File: config.mk
export PLATFORM = sky130hd
export DESIGN_NAME = mp4_box_boundary_walker_top_flat
export DESIGN_NICKNAME = d
export VERILOG_FILES = /design/src/design/mbw_pkg.sv /design/src/design/mbw_if.sv /design/src/design/mp4_box_boundary_walker_top.sv /design/src/design/mbw_in_reg.sv /design/src/design/mbw_core.sv /design/src/design/mbw_out_reg.sv /design/src/flat_wrapper.sv
export SDC_FILE = /design/constraint.sdc
export NUM_CORES = 1
export LEC_CHECK = 0
export ABC_AREA = 0
export BUFFER_PORTS_ARGS = -buffer_cell sky130_fd_sc_hd__clkbuf_2
export CORE_ASPECT_RATIO = 1.5
export CORE_UTILIZATION = 35
export DETAILED_ROUTE_END_ITERATION = 10
export SYNTH_ARGS = -nofsm -noshare
export SYNTH_HDL_FRONTEND = slang
export SYNTH_SLANG_ARGS = --single-unit
File: constraint.sdc
create_clock -name clk -period 5.5 [get_ports clk]
set_clock_uncertainty 0.1 [all_clocks]
set_input_delay 0.275 -clock clk [delete_from_list [all_inputs] [get_ports clk]]
set_output_delay 0.275 -clock clk [all_outputs]
set_load 0.1 [all_outputs]
File: src/design/mbw_pkg.sv
// Shared types and constants for the MP4 box boundary walker.
`timescale 1ns / 1ps
`default_nettype none

package mbw_pkg;

  localparam int unsigned HDR_STORE_DEPTH = 16;
  localparam int unsigned HDR_IDX_W       = $clog2(HDR_STORE_DEPTH);

  localparam logic [4:0]  SHORT_HDR_LEN = 5'd8;
  localparam logic [4:0]  LONG_HDR_LEN  = 5'd16;
  localparam logic [31:0] LARGE_SIZE_MARK = 32'd1;

  localparam logic [31:0] TAG_STYP = 32'h7374_7970;
  localparam logic [31:0] TAG_MOOF = 32'h6D6F_6F66;
  localparam logic [31:0] TAG_MDAT = 32'h6D64_6174;

  typedef enum logic [2:0] {
    KIND_OTHER = 3'd0,
    KIND_STYP  = 3'd1,
    KIND_MOOF  = 3'd2,
    KIND_MDAT  = 3'd3,
    KIND_BAD   = 3'd4
  } box_kind_t;

  typedef struct packed {
    logic [7:0] data_byte;
    logic       buffer_start;
    logic       discont;
  } in_item_t;

  typedef struct packed {
    box_kind_t   box_kind;
    logic [31:0] box_type;
    logic [63:0] box_size;
    logic [4:0]  header_len;
    logic        safe_boundary;
    logic [31:0] fragment_index;
  } out_item_t;

endpackage

`default_nettype wire

File: src/design/mbw_if.sv
// Valid/ready channel interfaces for the byte input and the box report output.
`timescale 1ns / 1ps
`default_nettype none

interface mbw_in_if;
  logic       valid;
  logic       ready;
  logic [7:0] data_byte;
  logic       buffer_start;
  logic       discont;

  modport source (output valid, data_byte, buffer_start, discont, input ready);
  modport sink   (input valid, data_byte, buffer_start, discont, output ready);
endinterface

interface mbw_out_if;
  logic        valid;
  logic        ready;
  logic [2:0]  box_kind;
  logic [31:0] box_type;
  logic [63:0] box_size;
  logic [4:0]  header_len;
  logic        safe_boundary;
  logic [31:0] fragment_index;

  modport source (output valid, box_kind, box_type, box_size, header_len,
                  safe_boundary, fragment_index, input ready);
  modport sink   (input valid, box_kind, box_type, box_size, header_len,
                  safe_boundary, fragment_index, output ready);
endinterface

`default_nettype wire

File: src/design/mp4_box_boundary_walker_top.sv
// Top level of the MP4 top-level box boundary walker.
//
// The in_ch channel carries one byte of a fragmented MP4 stream per item,
// with a buffer_start mark for the first byte of each delivered buffer and
// a discont mark that clears parser progress and the media-seen flag before
// the byte is handled. The out_ch channel carries one item per completed box
// header: kind, raw type, size, header length, the running styp count, and
// for styp boxes the safe boundary flag.
// The block takes one byte per cycle while the receiver keeps up. A byte is
// accepted into the input register, is parsed by a single layer of logic
// against the header store and counters, and any report lands in the result
// register, from which it shows on out_ch until the receiver takes it.
// Bytes inside a payload and partial header bytes give no item.
// A size below the header length gives one report of kind invalid, and every
// later byte is then consumed without effect until reset.
// Reset clears all control state and both handshake registers; the header
// byte store is not cleared since only bytes of the current header are read.
// When the receiver stalls, the report is held in the result register and
// parsing pauses. One more byte may still be taken into the input register;
// after that in_ch.ready drops until the report is taken, and nothing is lost.
`timescale 1ns / 1ps
`default_nettype none

module mp4_box_boundary_walker_top (
  input  wire logic clk,
  input  wire logic rst,
  mbw_in_if.sink    in_ch,
  mbw_out_if.source out_ch
);

  mbw_pkg::in_item_t  item;
  mbw_pkg::out_item_t res;
  logic               item_valid;
  logic               res_valid;
  logic               can_load;
  logic               advance;

  // The held byte moves on whenever the result register can take a report.
  assign advance = item_valid && can_load;

  mbw_in_reg u_in_reg (
    .clk        (clk),
    .rst        (rst),
    .in_ch      (in_ch),
    .advance    (advance),
    .item_valid (item_valid),
    .item       (item)
  );

  mbw_core u_core (
    .clk       (clk),
    .rst       (rst),
    .advance   (advance),
    .item      (item),
    .res_valid (res_valid),
    .res       (res)
  );

  mbw_out_reg u_out_reg (
    .clk       (clk),
    .rst       (rst),
    .advance   (advance),
    .res_valid (res_valid),
    .res       (res),
    .can_load  (can_load),
    .out_ch    (out_ch)
  );

endmodule

`default_nettype wire

File: src/design/mbw_in_reg.sv
// Input register that holds one accepted stream byte until the parser takes it.
`timescale 1ns / 1ps
`default_nettype none

module mbw_in_reg (
  input  wire logic          clk,
  input  wire logic          rst,
  mbw_in_if.sink             in_ch,
  input  wire logic          advance,
  output logic               item_valid,
  output mbw_pkg::in_item_t  item
);

  assign in_ch.ready = !item_valid || advance;

  always_ff @(posedge clk) begin
    if (rst) begin
      item_valid <= 1'b0;
    end else if (in_ch.ready) begin
      item_valid <= in_ch.valid;
    end
  end

  always_ff @(posedge clk) begin
    if (in_ch.valid && in_ch.ready) begin
      item.data_byte    <= in_ch.data_byte;
      item.buffer_start <= in_ch.buffer_start;
      item.discont      <= in_ch.discont;
    end
  end

endmodule

`default_nettype wire

File: src/design/mbw_core.sv
// Box header collector, payload skip counter and styp boundary bookkeeping.
`timescale 1ns / 1ps
`default_nettype none

module mbw_core (
  input  wire logic          clk,
  input  wire logic          rst,
  input  wire logic          advance,
  input  mbw_pkg::in_item_t  item,
  output logic               res_valid,
  output mbw_pkg::out_item_t res
);

  logic [7:0]  hdr_store [mbw_pkg::HDR_STORE_DEPTH];
  logic [4:0]  header_fill, header_fill_next;
  logic [63:0] skip_remaining, skip_remaining_next;
  logic        media_seen, media_seen_next;
  logic        parser_halted, parser_halted_next;
  logic        carried_over, carried_over_next;
  logic        at_buf_start, at_buf_start_next;
  logic [31:0] styp_counter, styp_counter_next;

  logic [4:0]  fill_eff;
  logic [63:0] skip_eff;
  logic        media_eff;
  logic        take_byte;
  logic [4:0]  fill_inc;
  logic [31:0] size32;
  logic        long_hdr;
  logic [4:0]  needed;
  logic        hdr_done;
  logic [63:0] size;
  logic [31:0] btype;

  // A discontinuity clears progress before the byte is looked at.
  assign fill_eff  = item.discont ? '0 : header_fill;
  assign skip_eff  = item.discont ? '0 : skip_remaining;
  assign media_eff = item.discont ? 1'b0 : media_seen;

  assign take_byte = !parser_halted && (skip_eff == '0);
  assign fill_inc  = fill_eff + 5'd1;

  assign size32   = {hdr_store[0], hdr_store[1], hdr_store[2], hdr_store[3]};
  assign long_hdr = (fill_inc >= mbw_pkg::SHORT_HDR_LEN) && (size32 == mbw_pkg::LARGE_SIZE_MARK);
  assign needed   = long_hdr ? mbw_pkg::LONG_HDR_LEN : mbw_pkg::SHORT_HDR_LEN;
  assign hdr_done = take_byte && (fill_inc == needed);

  // The byte in flight completes the last field, so it is spliced in here.
  assign size  = long_hdr ?
                 {hdr_store[8], hdr_store[9], hdr_store[10], hdr_store[11],
                  hdr_store[12], hdr_store[13], hdr_store[14], item.data_byte} :
                 {32'd0, size32};
  assign btype = long_hdr ?
                 {hdr_store[4], hdr_store[5], hdr_store[6], hdr_store[7]} :
                 {hdr_store[4], hdr_store[5], hdr_store[6], item.data_byte};

  always_comb begin
    header_fill_next    = fill_eff;
    skip_remaining_next = skip_eff;
    media_seen_next     = media_eff;
    parser_halted_next  = parser_halted;
    carried_over_next   = carried_over;
    at_buf_start_next   = at_buf_start;
    styp_counter_next   = styp_counter;

    res_valid              = 1'b0;
    res.box_kind           = mbw_pkg::KIND_OTHER;
    res.box_type           = btype;
    res.box_size           = size;
    res.header_len         = needed;
    res.safe_boundary      = 1'b0;
    res.fragment_index     = styp_counter;

    if (!parser_halted && (skip_eff != '0)) begin
      skip_remaining_next = skip_eff - 64'd1;
    end else if (take_byte) begin
      if (fill_eff == '0) begin
        at_buf_start_next = item.buffer_start;
        carried_over_next = 1'b0;
      end else if (item.buffer_start) begin
        carried_over_next = 1'b1;
      end
      header_fill_next = fill_inc;

      if (hdr_done) begin
        res_valid = 1'b1;
        if (size < {59'd0, needed}) begin
          parser_halted_next = 1'b1;
          res.box_kind       = mbw_pkg::KIND_BAD;
        end else begin
          if (btype == mbw_pkg::TAG_STYP) begin
            res.box_kind      = mbw_pkg::KIND_STYP;
            res.safe_boundary = !media_eff || carried_over_next || at_buf_start_next;
            styp_counter_next = styp_counter + 32'd1;
          end else if (btype == mbw_pkg::TAG_MOOF) begin
            res.box_kind    = mbw_pkg::KIND_MOOF;
            media_seen_next = 1'b1;
          end else if (btype == mbw_pkg::TAG_MDAT) begin
            res.box_kind    = mbw_pkg::KIND_MDAT;
            media_seen_next = 1'b1;
          end
          skip_remaining_next = size - {59'd0, needed};
          header_fill_next    = '0;
        end
        res.fragment_index = styp_counter_next;
      end
    end
  end

  always_ff @(posedge clk) begin
    if (rst) begin
      header_fill    <= '0;
      skip_remaining <= '0;
      media_seen     <= 1'b0;
      parser_halted  <= 1'b0;
      carried_over   <= 1'b0;
      at_buf_start   <= 1'b1;
      styp_counter   <= '0;
    end else if (advance) begin
      header_fill    <= header_fill_next;
      skip_remaining <= skip_remaining_next;
      media_seen     <= media_seen_next;
      parser_halted  <= parser_halted_next;
      carried_over   <= carried_over_next;
      at_buf_start   <= at_buf_start_next;
      styp_counter   <= styp_counter_next;
    end
  end

  // Header bytes carry no reset; only bytes of the current header are read.
  always_ff @(posedge clk) begin
    if (advance && take_byte) begin
      hdr_store[fill_eff[mbw_pkg::HDR_IDX_W-1:0]] <= item.data_byte;
    end
  end

endmodule

`default_nettype wire

File: src/design/mbw_out_reg.sv
// Result register that holds one box report until the receiver takes it.
`timescale 1ns / 1ps
`default_nettype none

module mbw_out_reg (
  input  wire logic           clk,
  input  wire logic           rst,
  input  wire logic           advance,
  input  wire logic           res_valid,
  input  mbw_pkg::out_item_t  res,
  output logic                can_load,
  mbw_out_if.source           out_ch
);

  mbw_pkg::out_item_t held;
  logic               held_valid;

  assign can_load = !held_valid || out_ch.ready;

  always_ff @(posedge clk) begin
    if (rst) begin
      held_valid <= 1'b0;
    end else if (advance) begin
      held_valid <= res_valid;
    end else if (out_ch.ready) begin
      held_valid <= 1'b0;
    end
  end

  always_ff @(posedge clk) begin
    if (advance && res_valid) begin
      held <= res;
    end
  end

  assign out_ch.valid          = held_valid;
  assign out_ch.box_kind       = held.box_kind;
  assign out_ch.box_type       = held.box_type;
  assign out_ch.box_size       = held.box_size;
  assign out_ch.header_len     = held.header_len;
  assign out_ch.safe_boundary  = held.safe_boundary;
  assign out_ch.fragment_index = held.fragment_index;

endmodule

`default_nettype wire

File: src/flat_wrapper.sv
// flat-port wrapper written by rule: the top's interface ports become plain ports
module mp4_box_boundary_walker_top_flat 
  (clk, rst, in_ch_valid, in_ch_data_byte, in_ch_buffer_start, in_ch_discont, in_ch_ready, out_ch_valid, out_ch_box_kind, out_ch_box_type, out_ch_box_size, out_ch_header_len, out_ch_safe_boundary, out_ch_fragment_index, out_ch_ready);
  mbw_in_if in_ch_i ();
  mbw_out_if out_ch_i ();
  input  wire logic clk;
  input  wire logic rst;
  input wire logic [$bits(in_ch_i.valid)-1:0] in_ch_valid;
  input wire logic [$bits(in_ch_i.data_byte)-1:0] in_ch_data_byte;
  input wire logic [$bits(in_ch_i.buffer_start)-1:0] in_ch_buffer_start;
  input wire logic [$bits(in_ch_i.discont)-1:0] in_ch_discont;
  output wire logic [$bits(in_ch_i.ready)-1:0] in_ch_ready;
  output wire logic [$bits(out_ch_i.valid)-1:0] out_ch_valid;
  output wire logic [$bits(out_ch_i.box_kind)-1:0] out_ch_box_kind;
  output wire logic [$bits(out_ch_i.box_type)-1:0] out_ch_box_type;
  output wire logic [$bits(out_ch_i.box_size)-1:0] out_ch_box_size;
  output wire logic [$bits(out_ch_i.header_len)-1:0] out_ch_header_len;
  output wire logic [$bits(out_ch_i.safe_boundary)-1:0] out_ch_safe_boundary;
  output wire logic [$bits(out_ch_i.fragment_index)-1:0] out_ch_fragment_index;
  input wire logic [$bits(out_ch_i.ready)-1:0] out_ch_ready;
  assign in_ch_i.valid = in_ch_valid;
  assign in_ch_i.data_byte = in_ch_data_byte;
  assign in_ch_i.buffer_start = in_ch_buffer_start;
  assign in_ch_i.discont = in_ch_discont;
  assign in_ch_ready = in_ch_i.ready;
  assign out_ch_valid = out_ch_i.valid;
  assign out_ch_box_kind = out_ch_i.box_kind;
  assign out_ch_box_type = out_ch_i.box_type;
  assign out_ch_box_size = out_ch_i.box_size;
  assign out_ch_header_len = out_ch_i.header_len;
  assign out_ch_safe_boundary = out_ch_i.safe_boundary;
  assign out_ch_fragment_index = out_ch_i.fragment_index;
  assign out_ch_i.ready = out_ch_ready;
  mp4_box_boundary_walker_top u_core (.clk(clk), .rst(rst), .in_ch(in_ch_i), .out_ch(out_ch_i));
endmodule
==> results.py, run 1 <==
metrics = {
    "yosys": {
        "yosys.area.top_type": "edfxtp_1",
        "netlist_area_um2": 18600,
        "synth-simple-area-share_pct": 21.8,
        "yosysUniqueCellTypes": 88,
        "synth_mux_area_share_pct": 0.396,
        "ys_seq_area_share_pct": 54.0,
        "synth_area_leaders": "edfxtp_1 43%, dfxtp_1 11%, a21oi_1 3.7%, nor2_1 3.3%, o21ai_0 3.2%",
        "synth-compound-area-share_pct": 16.9,
        "ys_warn_count": 0,
        "synth_top_family_by_area": "simple AND/OR/NAND/NOR gates",
        "synthAdderAreaFrac_pct": 0.403,
        "synthXorXnorAreaFrac_pct": 3.43,
        "synth_top_area_share_pct": 42.5,
        "avgSynthCellArea_um2": 10.1,
        "ys_ff_latch": 371,
        "syn_inst": 1844,
        "yosys-top-cells-count": "264 x edfxtp_1, 163 x nor2_1, 152 x nand2_1",
        "synth_edf_count": 264,
        "async_flop_share_pct": 0,
        "yosysMostFrequentCell": "edfxtp_1",
        "synth_flop_cell": "edfxtp_1",
    },
    "run": {
        "drv_cap": 0,
    },
    "finish": {
        "area_growth_pct": 16.7,
        "fin_nets": 2030,
        "final_cell_area_um2": 21700,
        "drive_gt1_share_pct": 15.9,
    },
    "setup_path": {
        "r2r_slack_ns": 0.57,
        "startpoint_type": "register",
        "cp.required_ns": 5.87,
        "crit_path_start": "u_core.u_core.header_fill[2]",
        "rr_worst_depth": 16,
        "cp.arrival_ns": 5.29,
        "end_kind": "register",
        "worstPathMaxFanout": 46,
        "setup.worst_path.end": "u_core.u_core.skip_remaining[57]",
        "crit_type": "register to register",
        "r2r-start": "u_core.u_core.header_fill[2]",
        "r2r-end": "u_core.u_core.skip_remaining[57]",
    },
    "sta": {
        "drv_slew": 0,
        "rsz0062_at_grt": "no",
        "post-route-period-util_pct": 89.6,
        "max_slew_margin_pct": 31.1,
        "finalSetupTns_ns": 0,
        "fmax_ghz": 0.203,
        "fin_crit_ns": 4.93,
        "tightest_slew_ns": 1.02,
        "finalSetupViolCount": 0,
        "hold_viol_final": 0,
    },
    "drt": {
        "vias": 16200,
        "ant_nets": 0,
        "via_per_inst": 5.93,
        "drc": 0,
        "routed_wl_um": 63800,
        "post_drt_wl_per_cell_um": 23.4,
        "dr.pass1.iters": 5,
        "detail_route.iter0.violations": 1636,
    },
    "placed_design": {
        "post_dp_cell_area_um2": 20300,
        "gp_congestion": 0.962,
        "portBuffers": 149,
        "hpwl_um": 46200,
    },
    "clock_network": {
        "cts_resized": 0,
        "cts_root_buf": "clkbuf_16",
        "numCtsBuffers": 39,
        "cts_max_path_buffers": 3,
        "cts.sinks": 371,
        "path_clk_slew_ns": 0.07,
        "cts_tree": "done",
        "cts_max_level": 2,
        "clk_latency_ns": 0.57,
    },
    "global_route": {
        "antenna_found_initial": 0,
        "grt_first_pass_wirelength_um": 95600,
        "grt_pass1_vias": 15500,
        "overflow": 0,
        "grt_usage_pct": 23.2,
        "grt_max_degree": 116,
    },
    "floorplanning": {
        "rows": 103,
        "io_pins": 153,
        "dieArea_um2": 54200,
        "coreArea_um2": 52600,
        "fp.dieW_um": 190,
        "initial_core_util_pct": 35.4,
        "die_h_um": 285,
    },
    "run_status": {
        "status": "completed",
    },
    "power_and_ir_drop": {
        "vdd_drop_max_uv": 211,
        "powerDensity_nw_per_um2": 313,
        "p_leak_nw": 7.27,
    },
    "min_path": {
        "hold_path_class": "primary input to register",
    },
}
[metrics by stage]
stage	power [W]	instances	setup WS (ns)	hold slack (ns)	util, %
final	0.00681	2724	0.574	0.0437	41.4
after global routing	0.00704	2723	0.214	0.0498	41.4
after CTS	0.00683	2723	0.633	0.0277	41.4
after detailed placement	0.00408	2638	0.702	0.343	38.6
after global placement	0.00407	2638	0.785	0.331	38.6
after floorplan	0.00376	1846	0.425	0.274	-
[cell families after synthesis]
group | after synthesis
AND/OR/NAND/NOR | 761
AO/OA/AOI/OAI | 489
flip-flops | 371
buffers and inverters | 136
XOR/XNOR | 73
multiplexers | 7
adder cells (fa/ha/maj) | 6
other | 1
[timing repair]
action,CTS,global route
buffers inserted,0,0
hold endpoints to repair,12,0
hold buffers,13,0
[worst min-delay path by stage]
stage               slack (ns)                              endpoint  cells past startpoint                     startpoint
global placement          0.33  u_core.u_out_reg.out_ch.box_type[14]                      0  u_core.u_core.hdr_store[6][6]
floorplan                 0.27               u_core.u_in_reg.item[0]                      0                  in_ch_discont
finish                    0.04      u_core.u_core.skip_remaining[26]                      2                            rst
global route              0.05      u_core.u_core.skip_remaining[26]                      2                            rst
detailed placement        0.34  u_core.u_out_reg.out_ch.box_type[13]                      0  u_core.u_core.hdr_store[6][5]
CTS                       0.03      u_core.u_core.skip_remaining[26]                      2                            rst
[area by class of cell]
class                   count  area (um^2)
multi-input cells        1339         8030
diodes                      1         2.50
repair buffers            217         1300
fillers                  5132        30800
flip-flops and latches    371        10100
clock buffers              43          991
clock inverters            29          337
well taps                 682          853
inverters                  42          163
[critical path: stages, from the launching register on]
cell	delay, ns
dfxtp_1	0.49
nand3_1	0.17
a2bb2oi_1	0.23
and4bb_4	0.24
buf_4	0.27
a21oi_1	0.29
ha_1	0.22
inv_1	0.05
ha_1	0.20
nor4_1	0.38
nand4_1	0.49
or4_1	0.67
o22ai_1	0.39
nand3_1	0.12
o21ai_0	0.11
a221oi_1	0.12
a211o_1	0.27
[registers in the layout (all words and copies together) (netlist names), 2 cells and up]
| register | flops |
|---|---|
| u_core.u_core.hdr_store | 120 |
| u_core.u_core.skip_remaining | 64 |
| u_core.u_out_reg.out_ch.box_size | 64 |
| u_core.u_core.styp_counter | 32 |
| u_core.u_out_reg.out_ch.box_type | 32 |
| u_core.u_out_reg.out_ch.fragment_index | 32 |
| u_core.u_in_reg.item | 10 |
| u_core.u_core.header_fill | 5 |
| u_core.u_out_reg.out_ch.box_kind | 3 |
| u_core.u_out_reg.out_ch.header_len | 2 |
[cell usage in the layout, fill, tap and decap left out, drive strengths merged, types with 7 or more instances in the layout]
master         n
inv           48
a31oi         21
o31ai         26
or2           12
a211oi        15
dfxtp        107
xnor2         51
o211ai        12
o22ai         13
nor4b          7
nand4         39
a22oi         10
dlygate4sd3   13
o21ai        126
and4           8
or3           31
and2          35
nand2        152
nor2         163
buf           56
nand3         60
nand2b        11
nor4          62
a21o          29
nand3b        10
or4           28
nor2b         15
a31o           7
clkbuf       191
o221ai         7
xor2          22
and3          23
edfxtp       264
clkinv        13
a21oi        138
a221oi        15
nor3          85
[power by group]
part	switching, W	internal [W]
clock network	0.00119	0.00157
logic	0.000617	0.000303
registers	0.0000905	0.00304
[layer usage]
| metal | track usage (%) | up-vias | part of all wire (%) |
|---|---|---|---|
| met5 | 0 | - | 0 |
| met4 | 12.8 | 0 | 5.8 |
| met3 | 3.06 | 193 | 6.0 |
| met2 | 39.3 | 736 | 49 |
| met1 | 28.2 | 7828 | 39 |
| li1 | - | 7396 | - |
No activity file was read; power rests on OpenSTA's default activity.
==> run 2: changes to the inputs <==
==> constraint.sdc (replaced) <==
create_clock -name clk -period 4.4 [get_ports clk]
set_clock_uncertainty 0.1 [all_clocks]
set_input_delay 0.22 -clock clk [delete_from_list [all_inputs] [get_ports clk]]
set_output_delay 0.22 -clock clk [all_outputs]
set_load 0.1 [all_outputs]
==> run 2 against run 1 <==
  * First-iteration DRC count rose by 8.6%
  * Worst hold slack improved by 0.045 ns
  * Largest cell class unchanged
  * Cell count rose by 1.5%
  * Power rose by 23%
  * Clock power grew 19%
  * Via count is 1.7% higher
  * Sequential share of layout area is 0.77 points lower
  * Sequential cell count stayed put
  * Utilization is 0.70 points higher
  * Final area is 1.7% higher
==> results.py, run 2 (synthesis results as in run 1) <==
metrics = {
    "drt": {
        "drc": 0,
        "vias": 16400,
        "post_drt_wl_per_cell_um": 23.0,
        "ant_nets": 0,
        "detail_route.iter0.violations": 1776,
        "routed_wl_um": 63500,
        "via_per_inst": 5.94,
        "dr.pass1.iters": 5,
    },
    "finish": {
        "n_antenna_cell": 0,
        "nFillCells": 5103,
        "largest_reg_flops": 120,
        "fin_util_pct": 42.1,
        "layout_common_cells": "264 x edfxtp_1, 163 x nor2_1, 152 x nand2_1",
        "area_growth_pct": 18.7,
        "layout_commonest_cell": "edfxtp_1",
        "fin_nets": 2075,
        "drive_gt1_share_pct": 17.9,
    },
    "power_and_ir_drop": {
        "vdd_drop_max_uv": 226,
        "pwr-share-clk_pct": 39.1,
        "p_int_w": 0.00604,
        "p_sw_w": 0.00234,
        "power_frac_comb_pct": 14.3,
        "power_frac_seq_pct": 46.6,
        "powerDensity_nw_per_um2": 379,
        "swShare_pct": 27.9,
        "p_leak_nw": 7.48,
    },
    "sta": {
        "fmax_ghz": 0.247,
        "whs_ns": 0.0891,
        "hold_viol_final": 0,
        "max_slew_margin_pct": 6.38,
        "post-route-period-util_pct": 92.1,
        "finalSetupTns_ns": 0,
        "drv_slew": 0,
        "tightest_slew_ns": 1.40,
        "finalSetupViolCount": 0,
        "fin_crit_ns": 4.05,
        "rsz0062_at_grt": "no",
    },
    "placed_design": {
        "gp_congestion": 0.948,
        "hpwl_um": 46100,
        "portBuffers": 149,
    },
    "setup_path": {
        "cp.required_ns": 4.77,
        "startpoint_type": "register",
        "worstPathMaxFanout": 40,
        "end_kind": "register",
        "crit_type": "register to register",
        "cp.arrival_ns": 4.42,
    },
    "floorplanning": {
        "io_pins": 153,
        "die_h_um": 285,
        "rows": 103,
        "coreArea_um2": 52600,
        "fp.dieW_um": 190,
        "dieArea_um2": 54200,
        "initial_core_util_pct": 35.4,
    },
    "global_route": {
        "grt_max_degree": 100,
        "overflow": 0,
        "antenna_found_initial": 2,
        "grt_pass1_vias": 15600,
        "grt_first_pass_wirelength_um": 95300,
        "grt_usage_pct": 23.1,
    },
    "run": {
        "drv_cap": 0,
    },
    "min_path": {
        "hold_path_class": "primary input to register",
    },
    "clock_network": {
        "numCtsBuffers": 38,
        "cts_max_path_buffers": 3,
        "cts_root_buf": "clkbuf_16",
        "clk_latency_ns": 0.56,
        "cts.sinks": 371,
        "path_clk_slew_ns": 0.06,
        "cts_max_level": 2,
        "cts_tree": "done",
    },
    "run_status": {
        "status": "completed",
    },
}
run 2: cell types whose count changed in the layout (fill, tap and decap cells not counted), sizes merged:
cell,previous run,this run
clkbuf,191,197
clkinv,13,8
bufinv,5,4
diode,1,0
inv,48,43
buf,56,102
run 2: power groups by stage:
stage / sequential, W / combinational [W] / clock, W
2_1_floorplan: 0.00395 / 0.000750 / 0
3_3_place_gp: 0.00398 / 0.00114 / 0
3_5_place_dp: 0.00398 / 0.00115 / 0
4_1_cts: 0.00390 / 0.00117 / 0.00333
5_1_grt: 0.00392 / 0.00128 / 0.00344
6_report: 0.00391 / 0.00120 / 0.00328
run 2: what timing repair did:
item / 4_1_cts / 5_1_grt
setup buffers: 0 / 3
endpoints found under the setup margin: 0 / 5
hold buffers: 13 / 0
hold endpoints to repair: 12 / 0
gates resized for setup: 0 / 3
run 2: layer usage:
layer / vias up / part of all wire [%] / global-route usage, %
met4: 2 / 5.8 / 12.8
met1: 7991 / 38 / 27.4
met5: - / 0.020 / 0
met2: 756 / 50 / 40.1
li1: 7473 / - / -
met3: 199 / 6.3 / 2.72
run 2: critical path, cell delays in order (launching register included):
cell	delay, ns
dfxtp_1	0.53
nand3_1	0.19
a2bb2oi_1	0.22
and4bb_4	0.24
inv_2	0.07
buf_12	0.21
ha_1	0.20
inv_1	0.05
ha_2	0.20
nor4_2	0.19
nand4_1	0.12
buf_4	0.19
or4_4	0.50
a2bb2oi_2	0.21
nor2_1	0.13
o221ai_1	0.17
and3_1	0.22
nor4_1	0.22
run 2: worst paths after layout:
| kind | depth (start not counted) | endpoint | start | slack (ns) |
|---|---|---|---|---|
| setup / recovery | 17 | u_core.u_core.skip_remaining[59] | u_core.u_core.header_fill[2] | 0.35 |
| hold / removal | 4 | u_core.u_core.at_buf_start | rst | 0.09 |
| setup reg to reg | 17 | u_core.u_core.skip_remaining[59] | u_core.u_core.header_fill[2] | 0.35 |
| hold reg to reg | 0 | u_core.u_out_reg.out_ch.box_type[30] | u_core.u_core.hdr_store[4][6] | 0.35 |
run 2: stage by stage:
stage / power, W / setup WS [ns] / area, um^2 / cells
detailed placement: 0.00513 / 0.203 / 20700 / 2681
global placement: 0.00512 / 0.291 / 20700 / 2681
CTS: 0.00840 / 0.202 / 22100 / 2761
global route: 0.00864 / 0.153 / 22100 / 2764
floorplan: 0.00470 / 0.00721 / 18700 / 1846
finish: 0.00838 / 0.347 / 22100 / 2764
run 2: layout make-up:
cell class              count  area [um^2]  share of cell area, %
clock inverters            18          213                  0.962
inverters                  42          184                  0.832
clock buffers              49         1020                   4.62
flip-flops and latches    371        10100                   45.5
well taps                 682          853                   3.86
multi-input cells        1339         8090                   36.6
repair buffers            263         1680                   7.62
